`src/rtl/edcu_pkg.sv`:
```
// ============================================================================
// edcu_pkg - shared types and constants for the congestion window unit
// Field widths, opcodes, the front-to-back transaction record and the
// constants used by the gradient test (mod-100 reciprocal, byte residues).
// ============================================================================
package edcu_pkg;

    localparam int unsigned OP_W      = 2;
    localparam int unsigned WORD_W    = 32;
    localparam int unsigned RTT_SHIFT = 3;
    localparam int unsigned RTT_W     = WORD_W - RTT_SHIFT;
    localparam int unsigned LOW_W     = 16;
    localparam int unsigned ACKED_W   = 16;
    localparam int unsigned PLAST_W   = 10;
    localparam int unsigned ENT_W     = 4;
    localparam int unsigned HIST_W    = 8;

    // gradient datapath widths
    localparam int unsigned FOLD_W      = 15;                  // byte fold of excess, < 24212
    localparam int unsigned PROD_W      = FOLD_W + PLAST_W;    // fold * plasticity
    localparam int unsigned RECIP_W     = 26;
    localparam int unsigned RECIP_SHIFT = 32;
    localparam int unsigned QUOT_W      = PROD_W + RECIP_W - RECIP_SHIFT;
    localparam int unsigned REM_W       = 7;
    localparam int unsigned GRAD_W      = WORD_W + PLAST_W + 2; // (33b signed) * (11b signed)
    localparam int unsigned THR_W       = 13;

    localparam int unsigned FQ_DEPTH = 2;

    localparam logic [PLAST_W-1:0] PLAST_MAX  = 10'd600;
    localparam logic [PLAST_W-1:0] PLAST_BASE = 10'd100;
    localparam logic [PLAST_W-1:0] PLAST_STEP = 10'd50;
    localparam logic [ENT_W-1:0]   ENT_MAX    = ENT_W'(HIST_W);
    localparam logic [WORD_W-1:0]  ALL_ONES   = '1;
    localparam logic [WORD_W-1:0]  SSTH_FLOOR = 32'd2;

    // floor(v / 100) = (v * MOD_RECIP) >> 32, exact for v < 2^30
    localparam logic [RECIP_W-1:0] MOD_RECIP = 26'd42949673;
    localparam int unsigned        DIVISOR   = 100;

    // 256^k mod 100 for k = 1, 2, 3
    localparam int unsigned RES_B1 = 56;
    localparam int unsigned RES_B2 = 36;
    localparam int unsigned RES_B3 = 16;

    // gradient > 0  <=>  (cwnd - excess) * p + (excess * p mod 100) >= 400 * entropy + 100
    localparam int unsigned ENT_WEIGHT = 400;
    localparam int unsigned GRAD_BIAS  = 100;

    typedef enum logic [OP_W-1:0] {
        OP_START = 2'd0,
        OP_ACK   = 2'd1,
        OP_LOSS  = 2'd2,
        OP_CONG  = 2'd3
    } t_opcode;

    typedef enum logic [1:0] {
        KIND_PASS = 2'd0,
        KIND_ACK  = 2'd1,
        KIND_CONG = 2'd2
    } t_kind;

    typedef struct packed {
        t_kind               kind;
        logic [WORD_W-1:0]   cwnd;
        logic [WORD_W-1:0]   ssth;
        logic [WORD_W-1:0]   cnt;
        logic [ACKED_W-1:0]  acked;
        logic [RTT_W-1:0]    rtt_excess;
        logic [PLAST_W-1:0]  plast;
        logic [ENT_W-1:0]    ent;
    } t_edcu_rec;

endpackage

```
`src/rtl/edcu_front.sv`:
```
// ============================================================================
// edcu_front - event classifier and per-connection state
// Updates trend history, entropy, minimum RTT and plasticity on accepted
// transactions, as the opcode selects, and forms the record handed to the back end.
// ============================================================================
module edcu_front (
    input  logic                          i_clk,
    input  logic                          i_rst_n,
    input  logic                          i_accept,
    input  logic [edcu_pkg::OP_W-1:0]     i_opcode,
    input  logic [edcu_pkg::WORD_W-1:0]   i_smoothed_rtt_x8,
    input  logic [edcu_pkg::ACKED_W-1:0]  i_acked_segments,
    input  logic                          i_window_limited,
    input  logic [edcu_pkg::WORD_W-1:0]   i_cwnd_in,
    input  logic [edcu_pkg::WORD_W-1:0]   i_ssthresh_in,
    input  logic [edcu_pkg::WORD_W-1:0]   i_ai_count_in,
    output edcu_pkg::t_edcu_rec           o_rec
);
    import edcu_pkg::*;

    logic [WORD_W-1:0]  r_min_rtt, n_min_rtt;
    logic [PLAST_W-1:0] r_plast, n_plast;
    logic [HIST_W-1:0]  r_hist, n_hist;
    logic [LOW_W-1:0]   r_prev_low, n_prev_low;
    logic [ENT_W-1:0]   r_ent, n_ent;

    t_opcode            op;
    t_kind              kind;
    logic [RTT_W-1:0]   rtt;
    logic [WORD_W-1:0]  rtt_word;
    logic [WORD_W-1:0]  diff_word;
    logic               trend;
    logic [HIST_W-1:0]  hist_ack;
    logic [HIST_W-1:0]  trans;
    logic [ENT_W-1:0]   ent_ack;
    logic               min_take;
    logic [RTT_W-1:0]   excess;
    logic [PLAST_W:0]   loss_sum;
    logic [PLAST_W+1:0] decay;

    assign op       = t_opcode'(i_opcode);
    assign rtt      = i_smoothed_rtt_x8[WORD_W-1:RTT_SHIFT];
    assign rtt_word = {{RTT_SHIFT{1'b0}}, rtt};
    assign trend    = rtt > {{(RTT_W-LOW_W){1'b0}}, r_prev_low};
    assign hist_ack = {r_hist[HIST_W-2:0], trend};
    assign trans    = hist_ack ^ {1'b0, hist_ack[HIST_W-1:1]};

    always_comb begin
        ent_ack = '0;
        for (int i = 0; i < HIST_W; i++) begin
            ent_ack = ent_ack + ENT_W'(trans[i]);
        end
    end

    // new minimum when below it, or when the minimum holds zero
    assign min_take  = (rtt_word < r_min_rtt) || (r_min_rtt == '0);
    assign diff_word = rtt_word - r_min_rtt;
    // excess over the updated minimum; zero when the minimum was just taken
    assign excess    = (!min_take && (rtt_word > r_min_rtt)) ? diff_word[RTT_W-1:0] : '0;

    assign loss_sum = {1'b0, r_plast} + {1'b0, PLAST_STEP};
    assign decay    = {1'b0, r_plast, 1'b0} + {2'b00, r_plast};   // 3 * p

    always_comb begin
        n_min_rtt  = r_min_rtt;
        n_plast    = r_plast;
        n_hist     = r_hist;
        n_prev_low = r_prev_low;
        n_ent      = r_ent;
        kind       = KIND_PASS;
        unique case (op)
            OP_START: begin
                n_min_rtt  = ALL_ONES;
                n_plast    = PLAST_BASE;
                n_hist     = '0;
                n_prev_low = '0;
                n_ent      = '0;
            end
            OP_ACK: begin
                if (i_window_limited) begin
                    kind       = KIND_ACK;
                    n_hist     = hist_ack;
                    n_prev_low = rtt[LOW_W-1:0];
                    n_ent      = ent_ack;
                    if (min_take) begin
                        n_min_rtt = rtt_word;
                    end
                end
            end
            OP_LOSS: begin
                n_plast = (loss_sum > {1'b0, PLAST_MAX}) ? PLAST_MAX : loss_sum[PLAST_W-1:0];
            end
            OP_CONG: begin
                kind = KIND_CONG;
                if (r_plast > PLAST_BASE) begin
                    n_plast = decay[PLAST_W+1:2];
                end
            end
        endcase
    end

    always_ff @(posedge i_clk) begin
        if (!i_rst_n) begin
            r_min_rtt  <= ALL_ONES;
            r_plast    <= PLAST_BASE;
            r_hist     <= '0;
            r_prev_low <= '0;
            r_ent      <= '0;
        end else if (i_accept) begin
            r_min_rtt  <= n_min_rtt;
            r_plast    <= n_plast;
            r_hist     <= n_hist;
            r_prev_low <= n_prev_low;
            r_ent      <= n_ent;
        end
    end

    always_comb begin
        o_rec.kind       = kind;
        o_rec.cwnd       = i_cwnd_in;
        o_rec.ssth       = i_ssthresh_in;
        o_rec.cnt        = i_ai_count_in;
        o_rec.acked      = i_acked_segments;
        o_rec.rtt_excess = excess;
        o_rec.plast      = n_plast;
        o_rec.ent        = n_ent;
    end

endmodule

```
`src/rtl/edcu_queue.sv`:
```
// ============================================================================
// edcu_queue - record queue between front and back
// Register-based FIFO of transaction records; DEPTH must be 2 or more.
// ============================================================================
module edcu_queue #(
    parameter int unsigned DEPTH = edcu_pkg::FQ_DEPTH
) (
    input  logic                 i_clk,
    input  logic                 i_rst_n,
    input  logic                 i_wr,
    input  edcu_pkg::t_edcu_rec  i_wdata,
    output logic                 o_full,
    input  logic                 i_rd,
    output edcu_pkg::t_edcu_rec  o_rdata,
    output logic                 o_empty
);
    import edcu_pkg::*;

    localparam int unsigned PTR_W = $clog2(DEPTH);
    localparam int unsigned CNT_W = $clog2(DEPTH + 1);

    t_edcu_rec         r_mem [DEPTH];
    logic [PTR_W-1:0]  r_wr_ptr, n_wr_ptr;
    logic [PTR_W-1:0]  r_rd_ptr, n_rd_ptr;
    logic [CNT_W-1:0]  r_count, n_count;

    assign o_full  = (r_count == CNT_W'(DEPTH));
    assign o_empty = (r_count == '0);
    assign o_rdata = r_mem[r_rd_ptr];

    assign n_wr_ptr = (r_wr_ptr == PTR_W'(DEPTH - 1)) ? '0 : r_wr_ptr + 1'b1;
    assign n_rd_ptr = (r_rd_ptr == PTR_W'(DEPTH - 1)) ? '0 : r_rd_ptr + 1'b1;

    always_comb begin
        n_count = r_count;
        if (i_wr && !i_rd) begin
            n_count = r_count + 1'b1;
        end else if (i_rd && !i_wr) begin
            n_count = r_count - 1'b1;
        end
    end

    always_ff @(posedge i_clk) begin
        if (!i_rst_n) begin
            r_wr_ptr <= '0;
            r_rd_ptr <= '0;
            r_count  <= '0;
        end else begin
            r_count <= n_count;
            if (i_wr) begin
                r_wr_ptr <= n_wr_ptr;
            end
            if (i_rd) begin
                r_rd_ptr <= n_rd_ptr;
            end
        end
    end

    always_ff @(posedge i_clk) begin
        if (i_wr) begin
            r_mem[r_wr_ptr] <= i_wdata;
        end
    end

endmodule

```
`src/rtl/edcu_back.sv`:
```
// ============================================================================
// edcu_back - window update pipeline
// Four stages: operand prep, excess*p, mod-100 reciprocal, gradient test and
// result select. The last stage is the output register; all stages stall
// together while a result waits.
// ============================================================================
module edcu_back (
    input  logic                          i_clk,
    input  logic                          i_rst_n,
    input  logic                          i_rec_valid,
    input  edcu_pkg::t_edcu_rec           i_rec,
    output logic                          o_rec_take,
    input  logic                          i_pop,
    output logic                          o_empty,
    output logic [edcu_pkg::WORD_W-1:0]   o_cwnd_out,
    output logic [edcu_pkg::WORD_W-1:0]   o_ai_count_out,
    output logic [edcu_pkg::WORD_W-1:0]   o_ssthresh_out,
    output logic [edcu_pkg::PLAST_W-1:0]  o_plasticity_out,
    output logic [edcu_pkg::ENT_W-1:0]    o_entropy_out
);
    import edcu_pkg::*;

    typedef struct packed {
        logic                      avoid;
        logic [WORD_W-1:0]         base_cwnd;
        logic [WORD_W-1:0]         base_cnt;
        logic [WORD_W-1:0]         base_ssth;
        logic [PLAST_W-1:0]        plast;
        logic [ENT_W-1:0]          ent;
        logic [WORD_W-1:0]         cwnd;
        logic [WORD_W-1:0]         cwnd_inc;
        logic [WORD_W-1:0]         cnt2;
        logic                      a_ge;
        logic signed [GRAD_W-1:0]  grad;
        logic [FOLD_W-1:0]         fold;
    } t_s1;

    typedef struct packed {
        logic                      avoid;
        logic [WORD_W-1:0]         base_cwnd;
        logic [WORD_W-1:0]         base_cnt;
        logic [WORD_W-1:0]         base_ssth;
        logic [PLAST_W-1:0]        plast;
        logic [ENT_W-1:0]          ent;
        logic [WORD_W-1:0]         cwnd;
        logic [WORD_W-1:0]         cwnd_inc;
        logic [WORD_W-1:0]         cnt3;
        logic [1:0]                n_inc;
        logic signed [GRAD_W-1:0]  grad;
        logic [PROD_W-1:0]         prod;
    } t_s2;

    typedef struct packed {
        logic                      avoid;
        logic [WORD_W-1:0]         base_cwnd;
        logic [WORD_W-1:0]         base_cnt;
        logic [WORD_W-1:0]         base_ssth;
        logic [PLAST_W-1:0]        plast;
        logic [ENT_W-1:0]          ent;
        logic [WORD_W-1:0]         cwnd_inc;
        logic [WORD_W-1:0]         ai_cwnd;
        logic [WORD_W-1:0]         cnt3;
        logic signed [GRAD_W-1:0]  grad;
        logic [PROD_W-1:0]         prod;
        logic [QUOT_W-1:0]         quot;
    } t_s3;

    t_s1 r_s1, n_s1;
    t_s2 r_s2, n_s2;
    t_s3 r_s3, n_s3;
    logic r_v1, r_v2, r_v3, r_v4;
    logic en;

    logic [WORD_W-1:0]           r_cwnd, n_cwnd;
    logic [WORD_W-1:0]           r_cnt, n_cnt;
    logic [WORD_W-1:0]           r_ssth;
    logic [PLAST_W-1:0]          r_plast;
    logic [ENT_W-1:0]            r_ent;

    // stage 1 signals
    logic                        slow;
    logic [WORD_W:0]             ss_sum;
    logic [WORD_W-1:0]           ss_new;
    logic [WORD_W-1:0]           half;
    logic [WORD_W-1:0]           cong_ssth;
    logic signed [WORD_W:0]      cw_minus_ex;
    logic signed [PLAST_W:0]     plast_s;
    logic [RTT_W-1:0]            ex;
    // stage 2/3/4 signals
    logic                        b_ge;
    logic [PROD_W+RECIP_W-1:0]   qprod;
    logic [WORD_W:0]             ai_sum;
    logic [PROD_W-1:0]           rem_full;
    logic [REM_W-1:0]            rem;
    logic [THR_W-1:0]            thr_u;
    logic signed [GRAD_W:0]      lhs;
    logic signed [GRAD_W:0]      thr;
    logic                        grow;

    assign en         = !r_v4 || i_pop;
    assign o_rec_take = en && i_rec_valid;
    assign o_empty    = !r_v4;

    // ---- stage 1: classify ack path, prep ai counter, fold excess, grad product
    assign slow      = i_rec.cwnd <= i_rec.ssth;
    assign ss_sum    = {1'b0, i_rec.cwnd} + {{(WORD_W+1-ACKED_W){1'b0}}, i_rec.acked};
    assign ss_new    = (ss_sum < {1'b0, i_rec.ssth}) ? ss_sum[WORD_W-1:0] : i_rec.ssth;
    assign half      = {1'b0, i_rec.cwnd[WORD_W-1:1]};
    assign cong_ssth = (half > SSTH_FLOOR) ? half : SSTH_FLOOR;
    assign ex        = i_rec.rtt_excess;
    assign cw_minus_ex = $signed({1'b0, i_rec.cwnd})
                       - $signed({{(WORD_W+1-RTT_W){1'b0}}, ex});
    assign plast_s   = $signed({1'b0, i_rec.plast});

    always_comb begin
        n_s1.avoid     = (i_rec.kind == KIND_ACK) && !slow;
        n_s1.base_cwnd = i_rec.cwnd;
        n_s1.base_cnt  = i_rec.cnt;
        n_s1.base_ssth = i_rec.ssth;
        unique case (i_rec.kind)
            KIND_ACK: begin
                if (slow) begin
                    n_s1.base_cwnd = ss_new;
                end
            end
            KIND_CONG: begin
                n_s1.base_ssth = cong_ssth;
            end
            default: begin
                n_s1.base_cwnd = i_rec.cwnd;
            end
        endcase
        n_s1.plast    = i_rec.plast;
        n_s1.ent      = i_rec.ent;
        n_s1.cwnd     = i_rec.cwnd;
        n_s1.cwnd_inc = (i_rec.cwnd == ALL_ONES) ? i_rec.cwnd : i_rec.cwnd + 1'b1;
        n_s1.a_ge     = i_rec.cnt >= i_rec.cwnd;
        n_s1.cnt2     = (n_s1.a_ge ? '0 : i_rec.cnt) + 1'b1;
        n_s1.grad     = GRAD_W'(cw_minus_ex) * GRAD_W'(plast_s);
        // excess mod 100 preserved: bytes weighted by 256^k mod 100
        n_s1.fold     = FOLD_W'(ex[7:0])
                      + FOLD_W'(ex[15:8]) * FOLD_W'(RES_B1)
                      + FOLD_W'(ex[23:16]) * FOLD_W'(RES_B2)
                      + FOLD_W'(ex[RTT_W-1:24]) * FOLD_W'(RES_B3);
    end

    // ---- stage 2: folded excess times plasticity, second ai compare
    assign b_ge = r_s1.cnt2 >= r_s1.cwnd;

    always_comb begin
        n_s2.avoid     = r_s1.avoid;
        n_s2.base_cwnd = r_s1.base_cwnd;
        n_s2.base_cnt  = r_s1.base_cnt;
        n_s2.base_ssth = r_s1.base_ssth;
        n_s2.plast     = r_s1.plast;
        n_s2.ent       = r_s1.ent;
        n_s2.cwnd      = r_s1.cwnd;
        n_s2.cwnd_inc  = r_s1.cwnd_inc;
        n_s2.cnt3      = b_ge ? r_s1.cnt2 - r_s1.cwnd : r_s1.cnt2;
        n_s2.n_inc     = {1'b0, r_s1.a_ge} + {1'b0, b_ge};
        n_s2.grad      = r_s1.grad;
        n_s2.prod      = PROD_W'(r_s1.fold) * PROD_W'(r_s1.plast);
    end

    // ---- stage 3: quotient by reciprocal, saturating ai window
    assign qprod  = (PROD_W+RECIP_W)'(r_s2.prod) * (PROD_W+RECIP_W)'(MOD_RECIP);
    assign ai_sum = {1'b0, r_s2.cwnd} + (WORD_W+1)'(r_s2.n_inc);

    always_comb begin
        n_s3.avoid     = r_s2.avoid;
        n_s3.base_cwnd = r_s2.base_cwnd;
        n_s3.base_cnt  = r_s2.base_cnt;
        n_s3.base_ssth = r_s2.base_ssth;
        n_s3.plast     = r_s2.plast;
        n_s3.ent       = r_s2.ent;
        n_s3.cwnd_inc  = r_s2.cwnd_inc;
        n_s3.ai_cwnd   = ai_sum[WORD_W] ? ALL_ONES : ai_sum[WORD_W-1:0];
        n_s3.cnt3      = r_s2.cnt3;
        n_s3.grad      = r_s2.grad;
        n_s3.prod      = r_s2.prod;
        n_s3.quot      = qprod[RECIP_SHIFT +: QUOT_W];
    end

    // ---- stage 4: gradient sign test and result select
    assign rem_full = r_s3.prod - PROD_W'(r_s3.quot) * PROD_W'(DIVISOR);
    assign rem      = rem_full[REM_W-1:0];
    assign thr_u    = THR_W'(r_s3.ent) * THR_W'(ENT_WEIGHT) + THR_W'(GRAD_BIAS);
    assign lhs      = {r_s3.grad[GRAD_W-1], r_s3.grad}
                    + $signed({{(GRAD_W+1-REM_W){1'b0}}, rem});
    assign thr      = $signed({{(GRAD_W+1-THR_W){1'b0}}, thr_u});
    assign grow     = lhs >= thr;

    always_comb begin
        n_cwnd = r_s3.base_cwnd;
        n_cnt  = r_s3.base_cnt;
        if (r_s3.avoid) begin
            if (grow) begin
                n_cwnd = r_s3.cwnd_inc;
            end else begin
                n_cwnd = r_s3.ai_cwnd;
                n_cnt  = r_s3.cnt3;
            end
        end
    end

    always_ff @(posedge i_clk) begin
        if (!i_rst_n) begin
            r_v1 <= 1'b0;
            r_v2 <= 1'b0;
            r_v3 <= 1'b0;
            r_v4 <= 1'b0;
        end else if (en) begin
            r_v1 <= i_rec_valid;
            r_v2 <= r_v1;
            r_v3 <= r_v2;
            r_v4 <= r_v3;
        end
    end

    always_ff @(posedge i_clk) begin
        if (en) begin
            r_s1    <= n_s1;
            r_s2    <= n_s2;
            r_s3    <= n_s3;
            r_cwnd  <= n_cwnd;
            r_cnt   <= n_cnt;
            r_ssth  <= r_s3.base_ssth;
            r_plast <= r_s3.plast;
            r_ent   <= r_s3.ent;
        end
    end

    assign o_cwnd_out       = r_cwnd;
    assign o_ai_count_out   = r_cnt;
    assign o_ssthresh_out   = r_ssth;
    assign o_plasticity_out = r_plast;
    assign o_entropy_out    = r_ent;

endmodule

```
`src/rtl/entropy_damped_cwnd_update_unit.sv`:
```
// ============================================================================
// entropy_damped_cwnd_update_unit - congestion window update, entropy damped
// Throughput: one transaction per cycle while results are popped; the 4-stage
//   back pipeline stalls while a result waits and pop is low, and the front state
//   update takes one transaction a cycle while the record queue is not full.
// Reset: synchronous, active low; restores plasticity 100, minimum RTT all
//   ones, history/entropy zero, and empties the record queue and pipeline.
// ============================================================================
//
// Structure
//   front : takes a transaction when push is high and full is low. It owns the
//           per-connection state (trend history, entropy, minimum RTT, previous
//           RTT low half, plasticity), updates it in the same cycle and writes a
//           record (event kind, inputs, RTT excess over minimum, post-update
//           plasticity and entropy) into the record queue.
//   queue : short FIFO; full here is the input side's full.
//   back  : feed-forward pipeline, no connection state. It resolves slow start,
//           congestion event ssthresh and the Reno ack counter, and tests the
//           sign of the gradient without a divider:
//             g > 0  <=>  (cwnd - excess)*p + ((excess*p) mod 100) >= 400*ent + 100
//           (excess*p) mod 100 comes from a byte fold of excess (256^k mod 100),
//           one small product and a reciprocal multiply.
//   Its last stage is the output register; the whole pipe stalls only while
//   a finished result is waiting and pop is low, while the front keeps
//   taking transactions into the queue until it is full.
//
module entropy_damped_cwnd_update_unit #(
    parameter int unsigned FRONT_QUEUE_DEPTH = edcu_pkg::FQ_DEPTH
) (
    input  logic                          i_clk,
    input  logic                          i_rst_n,
    // input queue side
    input  logic                          push,
    output logic                          full,
    input  logic [edcu_pkg::OP_W-1:0]     i_opcode,
    input  logic [edcu_pkg::WORD_W-1:0]   i_smoothed_rtt_x8,
    input  logic [edcu_pkg::ACKED_W-1:0]  i_acked_segments,
    input  logic                          i_window_limited,
    input  logic [edcu_pkg::WORD_W-1:0]   i_cwnd_in,
    input  logic [edcu_pkg::WORD_W-1:0]   i_ssthresh_in,
    input  logic [edcu_pkg::WORD_W-1:0]   i_ai_count_in,
    // result queue side
    output logic                          empty,
    input  logic                          pop,
    output logic [edcu_pkg::WORD_W-1:0]   o_cwnd_out,
    output logic [edcu_pkg::WORD_W-1:0]   o_ai_count_out,
    output logic [edcu_pkg::WORD_W-1:0]   o_ssthresh_out,
    output logic [edcu_pkg::PLAST_W-1:0]  o_plasticity_out,
    output logic [edcu_pkg::ENT_W-1:0]    o_entropy_out
);
    import edcu_pkg::*;

    logic       accept;        // input transaction taken this edge
    t_edcu_rec  front_rec;     // record built from inputs and current state
    t_edcu_rec  queue_rec;     // oldest queued record
    logic       queue_empty;
    logic       back_take;     // back pipeline pulls a record

    assign accept = push && !full;

    edcu_front u_front (
        .i_clk             (i_clk),
        .i_rst_n           (i_rst_n),
        .i_accept          (accept),
        .i_opcode          (i_opcode),
        .i_smoothed_rtt_x8 (i_smoothed_rtt_x8),
        .i_acked_segments  (i_acked_segments),
        .i_window_limited  (i_window_limited),
        .i_cwnd_in         (i_cwnd_in),
        .i_ssthresh_in     (i_ssthresh_in),
        .i_ai_count_in     (i_ai_count_in),
        .o_rec             (front_rec)
    );

    edcu_queue #(
        .DEPTH (FRONT_QUEUE_DEPTH)
    ) u_queue (
        .i_clk   (i_clk),
        .i_rst_n (i_rst_n),
        .i_wr    (accept),
        .i_wdata (front_rec),
        .o_full  (full),
        .i_rd    (back_take),
        .o_rdata (queue_rec),
        .o_empty (queue_empty)
    );

    edcu_back u_back (
        .i_clk            (i_clk),
        .i_rst_n          (i_rst_n),
        .i_rec_valid      (!queue_empty),
        .i_rec            (queue_rec),
        .o_rec_take       (back_take),
        .i_pop            (pop),
        .o_empty          (empty),
        .o_cwnd_out       (o_cwnd_out),
        .o_ai_count_out   (o_ai_count_out),
        .o_ssthresh_out   (o_ssthresh_out),
        .o_plasticity_out (o_plasticity_out),
        .o_entropy_out    (o_entropy_out)
    );

endmodule

```
`config.mk`:
```
export PLATFORM = sky130hd
export DESIGN_NAME = entropy_damped_cwnd_update_unit
export DESIGN_NICKNAME = d
export VERILOG_FILES = /design/src/rtl/edcu_pkg.sv /design/src/rtl/edcu_front.sv /design/src/rtl/edcu_queue.sv /design/src/rtl/edcu_back.sv /design/src/rtl/entropy_damped_cwnd_update_unit.sv
export SDC_FILE = /design/constraint.sdc
export NUM_CORES = 2
export LEC_CHECK = 0
export ABC_AREA = 1
export BUFFER_PORTS_ARGS = -buffer_cell sky130_fd_sc_hd__buf_2
export CAP_MARGIN = 20
export CORE_UTILIZATION = 34
export CTS_BUF_LIST = sky130_fd_sc_hd__clkbuf_2 sky130_fd_sc_hd__clkbuf_4 sky130_fd_sc_hd__clkbuf_8
export CTS_CLUSTER_DIAMETER = 30
export DETAILED_ROUTE_END_ITERATION = 12
export MAX_ROUTING_LAYER = met4
export PLACE_DENSITY = 0.57
export SETUP_SLACK_MARGIN = 0.3
export SLEW_MARGIN = 20
export SYNTH_ARGS = -nofsm -noshare
export SYNTH_HDL_FRONTEND = slang
export SYNTH_SLANG_ARGS = --single-unit
```
`constraint.sdc`:
```
create_clock -name i_clk -period 39.5 [get_ports i_clk]
set_input_delay 3.95 -clock i_clk [delete_from_list [all_inputs] [get_ports i_clk]]
set_output_delay 3.95 -clock i_clk [all_outputs]
set_load 0.02 [all_outputs]
```
==> results by group <==
Synthesis
  – Sequential share of the synthesized area: 44.51%
  – Primary FF master, synth: edfxtp_1
  – Net count after synthesis: 9977
  – Ys Warns: 0
  – Number of synthesized flops with an enable pin: 1232
  – Avg Inst Size Synth: 10.11 sq um
  – Synth Cell Area: 0.08654 sq mm
  – Yosys reg bits: 1308
  – Syn Inst Count: 8560
  – Ys async rst share: 0%
  – Unique masters post-synth: 64

GRT
  – Largest net degree at the start of global routing: 172
  – M1 GR Usage: 27.39%
  – Met2 GRT Util: 29.95%
  – GRT Total Usage: 19.90%
  – Number of global-route vias before repair: 62280
  – Initial antenna violation count: 37
  – GRT met3 Usage: 3.510%
  – Top Usage Layer GRT: met2
  – Global-route wire length before repair: 376700 um
  – GRT overflow: 0

Clock network
  – Root Buffer: clkbuf_8
  – CTS tree: built
  – Post_cts resized: 0
  – Clk buf depth: 4
  – H-tree levels: 5
  – Worst-skew pair later-pin latency: 1.08 ns
  – Clock Sinks: 1308
  – Hold Buf Count CTS: 0
  – Clock Pin Slew Worst Setup and Hold Paths: 0.06 ns
  – Postcts setup bufs: 0
  – Num CTS Buffers: 301

Layout
  – Proportion of layout cells with a drive suffix above 1: 10.79%
  – P&R area growth vs syn: 13.57%
  – Final Net Count: 10440
  – Fill count: 24720
  – Most common cell after layout, fill and taps aside: nand2_1
  – Register area: 0.03852 sq mm
  – Leading cell types in the layout, fill and taps excluded: 1613 x nand2_1, 1530 x inv_1, 1232 x edfxtp_1
  – Multi-input gate area: 0.04139 sq mm

Setup path
  – Critical Path Slowest Stage Cell: xor2_1
  – Critical path capture point type: flop
  – Kind of critical path: flop to flop
  – Worst reg-to-reg setup slack: 29.10 ns
  – CP Max Fanout: 45
  – Required @ worst endpoint: 40.25 ns
  – Most common cell on crit path: inv_1
  – CP Launch Type: flop
  – Critical path arrival: 11.15 ns
  – Slowest stage delay, CP: 0.85 ns

Floorplan
  – Ports: 263
  – Initial Util: 34.33%
  – Die Height: 506.5 um
  – Chip width: 506.5 um
  – DIE AREA: 0.2565 sq mm
  – Core area: 0.2521 sq mm
  – # rows: 184

Timing
  – Fin. Hold Viols: 0
  – RSZ-0062 raised after global routing: no
  – Final setup violation count: 0
  – Final min period: 10.40 ns
  – Setup ws final: 29.10 ns
  – Max frequency: 96.20 MHz
  – Slew Limit Fails: 0
  – Clk_skew: 0.1394 ns
  – TNS Setup: 0 ns
  – Rel. slew slack: 18.48%
  – Period utilisation layout: 26.32%
  – Actual slew at the worst max-slew pin: 1.214 ns

Detailed routing
  – Antenna viol nets, final: 0
  – Residual DRC: 0
  – Avg WL per Cell: 19.68 um
  – Final WL: 248100 um
  – First DRT Iteration DRCs: 5149
  – Vias post-DR: 61650
  – Vias per inst: 4.892
  – Router iterations before antenna repair: 6

Placement
  – Place WS: 29.18 ns
  – Dpl hpwl: 189300 um
  – RePlAce Congestion: 0.9558
  – Port buffer count: 259

Job
  – Max-cap violations: 0

Hold path
  – Worst Hold Class: flop to flop

Run status
  – Status: completed
[flip-flops by register name, indices dropped and copies added, names as in the netlist, named ones only]
signal,flops
u_queue.r_count,2
u_queue.r_wr_ptr,1
u_back.r_v1,1
u_back.n_s3,244
u_back.o_cwnd_out,32
u_back.o_ssthresh_out,32
u_queue.r_rd_ptr,1
u_back.n_s2,219
u_back.r_s2,34
u_front.r_min_rtt,30
u_back.r_v3,1
u_back.o_entropy_out,4
u_front.r_hist,7
u_back.r_v2,1
u_back.r_s1,48
u_front.r_prev_low,16
u_front.r_ent,4
u_queue.r_mem,314
u_front.r_plast,10
u_back.r_v4,1
u_back.o_plasticity_out,10
u_back.o_ai_count_out,32
u_back.r_s3,263
[through the flow]
stage               utilization [%]  instance area, sq um  instances  hold WS [ns]
detailed placement            36.42                 91820      12060        0.4045
global route                  38.99                 98280      12600        0.3054
CTS                           38.95                 98200      12580        0.2837
global placement              36.42                 91820      12060        0.4018
floorplan                         -                 86540       8560        0.4003
finish                        38.99                 98280      12600        0.2871
[worst paths after layout]
| kind | from | end | cells past startpoint |
|---|---|---|---|
| setup / recovery | flop | u_back.n_s2[63] | 30 |
| hold / removal | u_back.n_s3[269] | u_back.r_s3[269] | 0 |
| setup reg to reg | flop | u_back.n_s2[63] | 30 |
| hold reg to reg | u_back.n_s3[269] | u_back.r_s3[269] | 0 |
[cell usage after synthesis, types with 6 or more instances]
library cell     n  share of area (%)
or2_2           89               0.64
a211oi_1        25               0.22
nand3_1        447                2.6
buf_4            7              0.061
a21boi_0        10              0.087
a21o_1          29               0.25
nand2_2         28               0.20
nor2_4           6              0.078
buf_1           13              0.056
buf_6           15               0.20
nor4_1          40               0.29
a31oi_1         24               0.17
nor2_2          11              0.080
nor3_1          61               0.35
mux2i_1         48               0.56
inv_2            7              0.030
nand4_1        110               0.80
o211ai_1        13               0.11
fa_1           597                 14
nand2_1       1614                7.0
dfxtp_1         76                1.8
clkbuf_1       113               0.49
edfxtp_1      1232                 43
a21oi_1        352                2.0
o21bai_1        26               0.23
o21a_1          15               0.13
nand2_4         17               0.22
ha_1           669                9.7
buf_2           31               0.18
nand3b_1        15               0.13
o21ai_1         39               0.23
o21ai_0        294                1.7
o221ai_1         7              0.071
xor2_1         204                2.1
inv_1         1532                6.6
xnor2_1        103                1.0
nor2_1         587                2.5
[per-layer routing]
metal,vias to the layer above,wire length [um]
li1,29060,-
met1,30230,115400
met2,1966,109700
met3,399,16500
met4,0,6473
met5,-,0
[critical path: cells and delay by family, from the launching register on]
| family | cells | cell delay (ns) |
|---|---|---|
| XOR/XNOR | 2 | 0.95 |
| AND/OR/NAND/NOR | 6 | 1.35 |
| flip-flops | 1 | 0.77 |
| AO/OA/AOI/OAI | 8 | 1.84 |
| adder cells (fa/ha/maj) | 7 | 3.61 |
| buffers and inverters | 7 | 1.44 |
[cell families after synthesis]
family,count (synthesis),synth area share [%]
xor gates and xnor gates,307,3.107
DFF,1308,44.51
buffers and inverters,1725,7.715
and+or+nand+nor,3039,15.07
muxes,49,0.5682
adders and majority gates,1266,23.48
AOI/OAI and AO/OA,866,5.551
[cell type report]
cell class                      count  area share (%)
Tap cell                         3348           4.262
Sequential cell                  1308           39.19
Clock inverter                    167           1.843
Inverter                         1545           5.916
Clock buffer                      351           4.648
Multi-Input combinational cell   5527           42.11
Antenna cell                       22         0.05602
Timing Repair Buffer              335           1.966
Power is left out: the tool's default activity adds up to more than one toggle a clock period on the data nets, which glitch-free logic cannot reach.
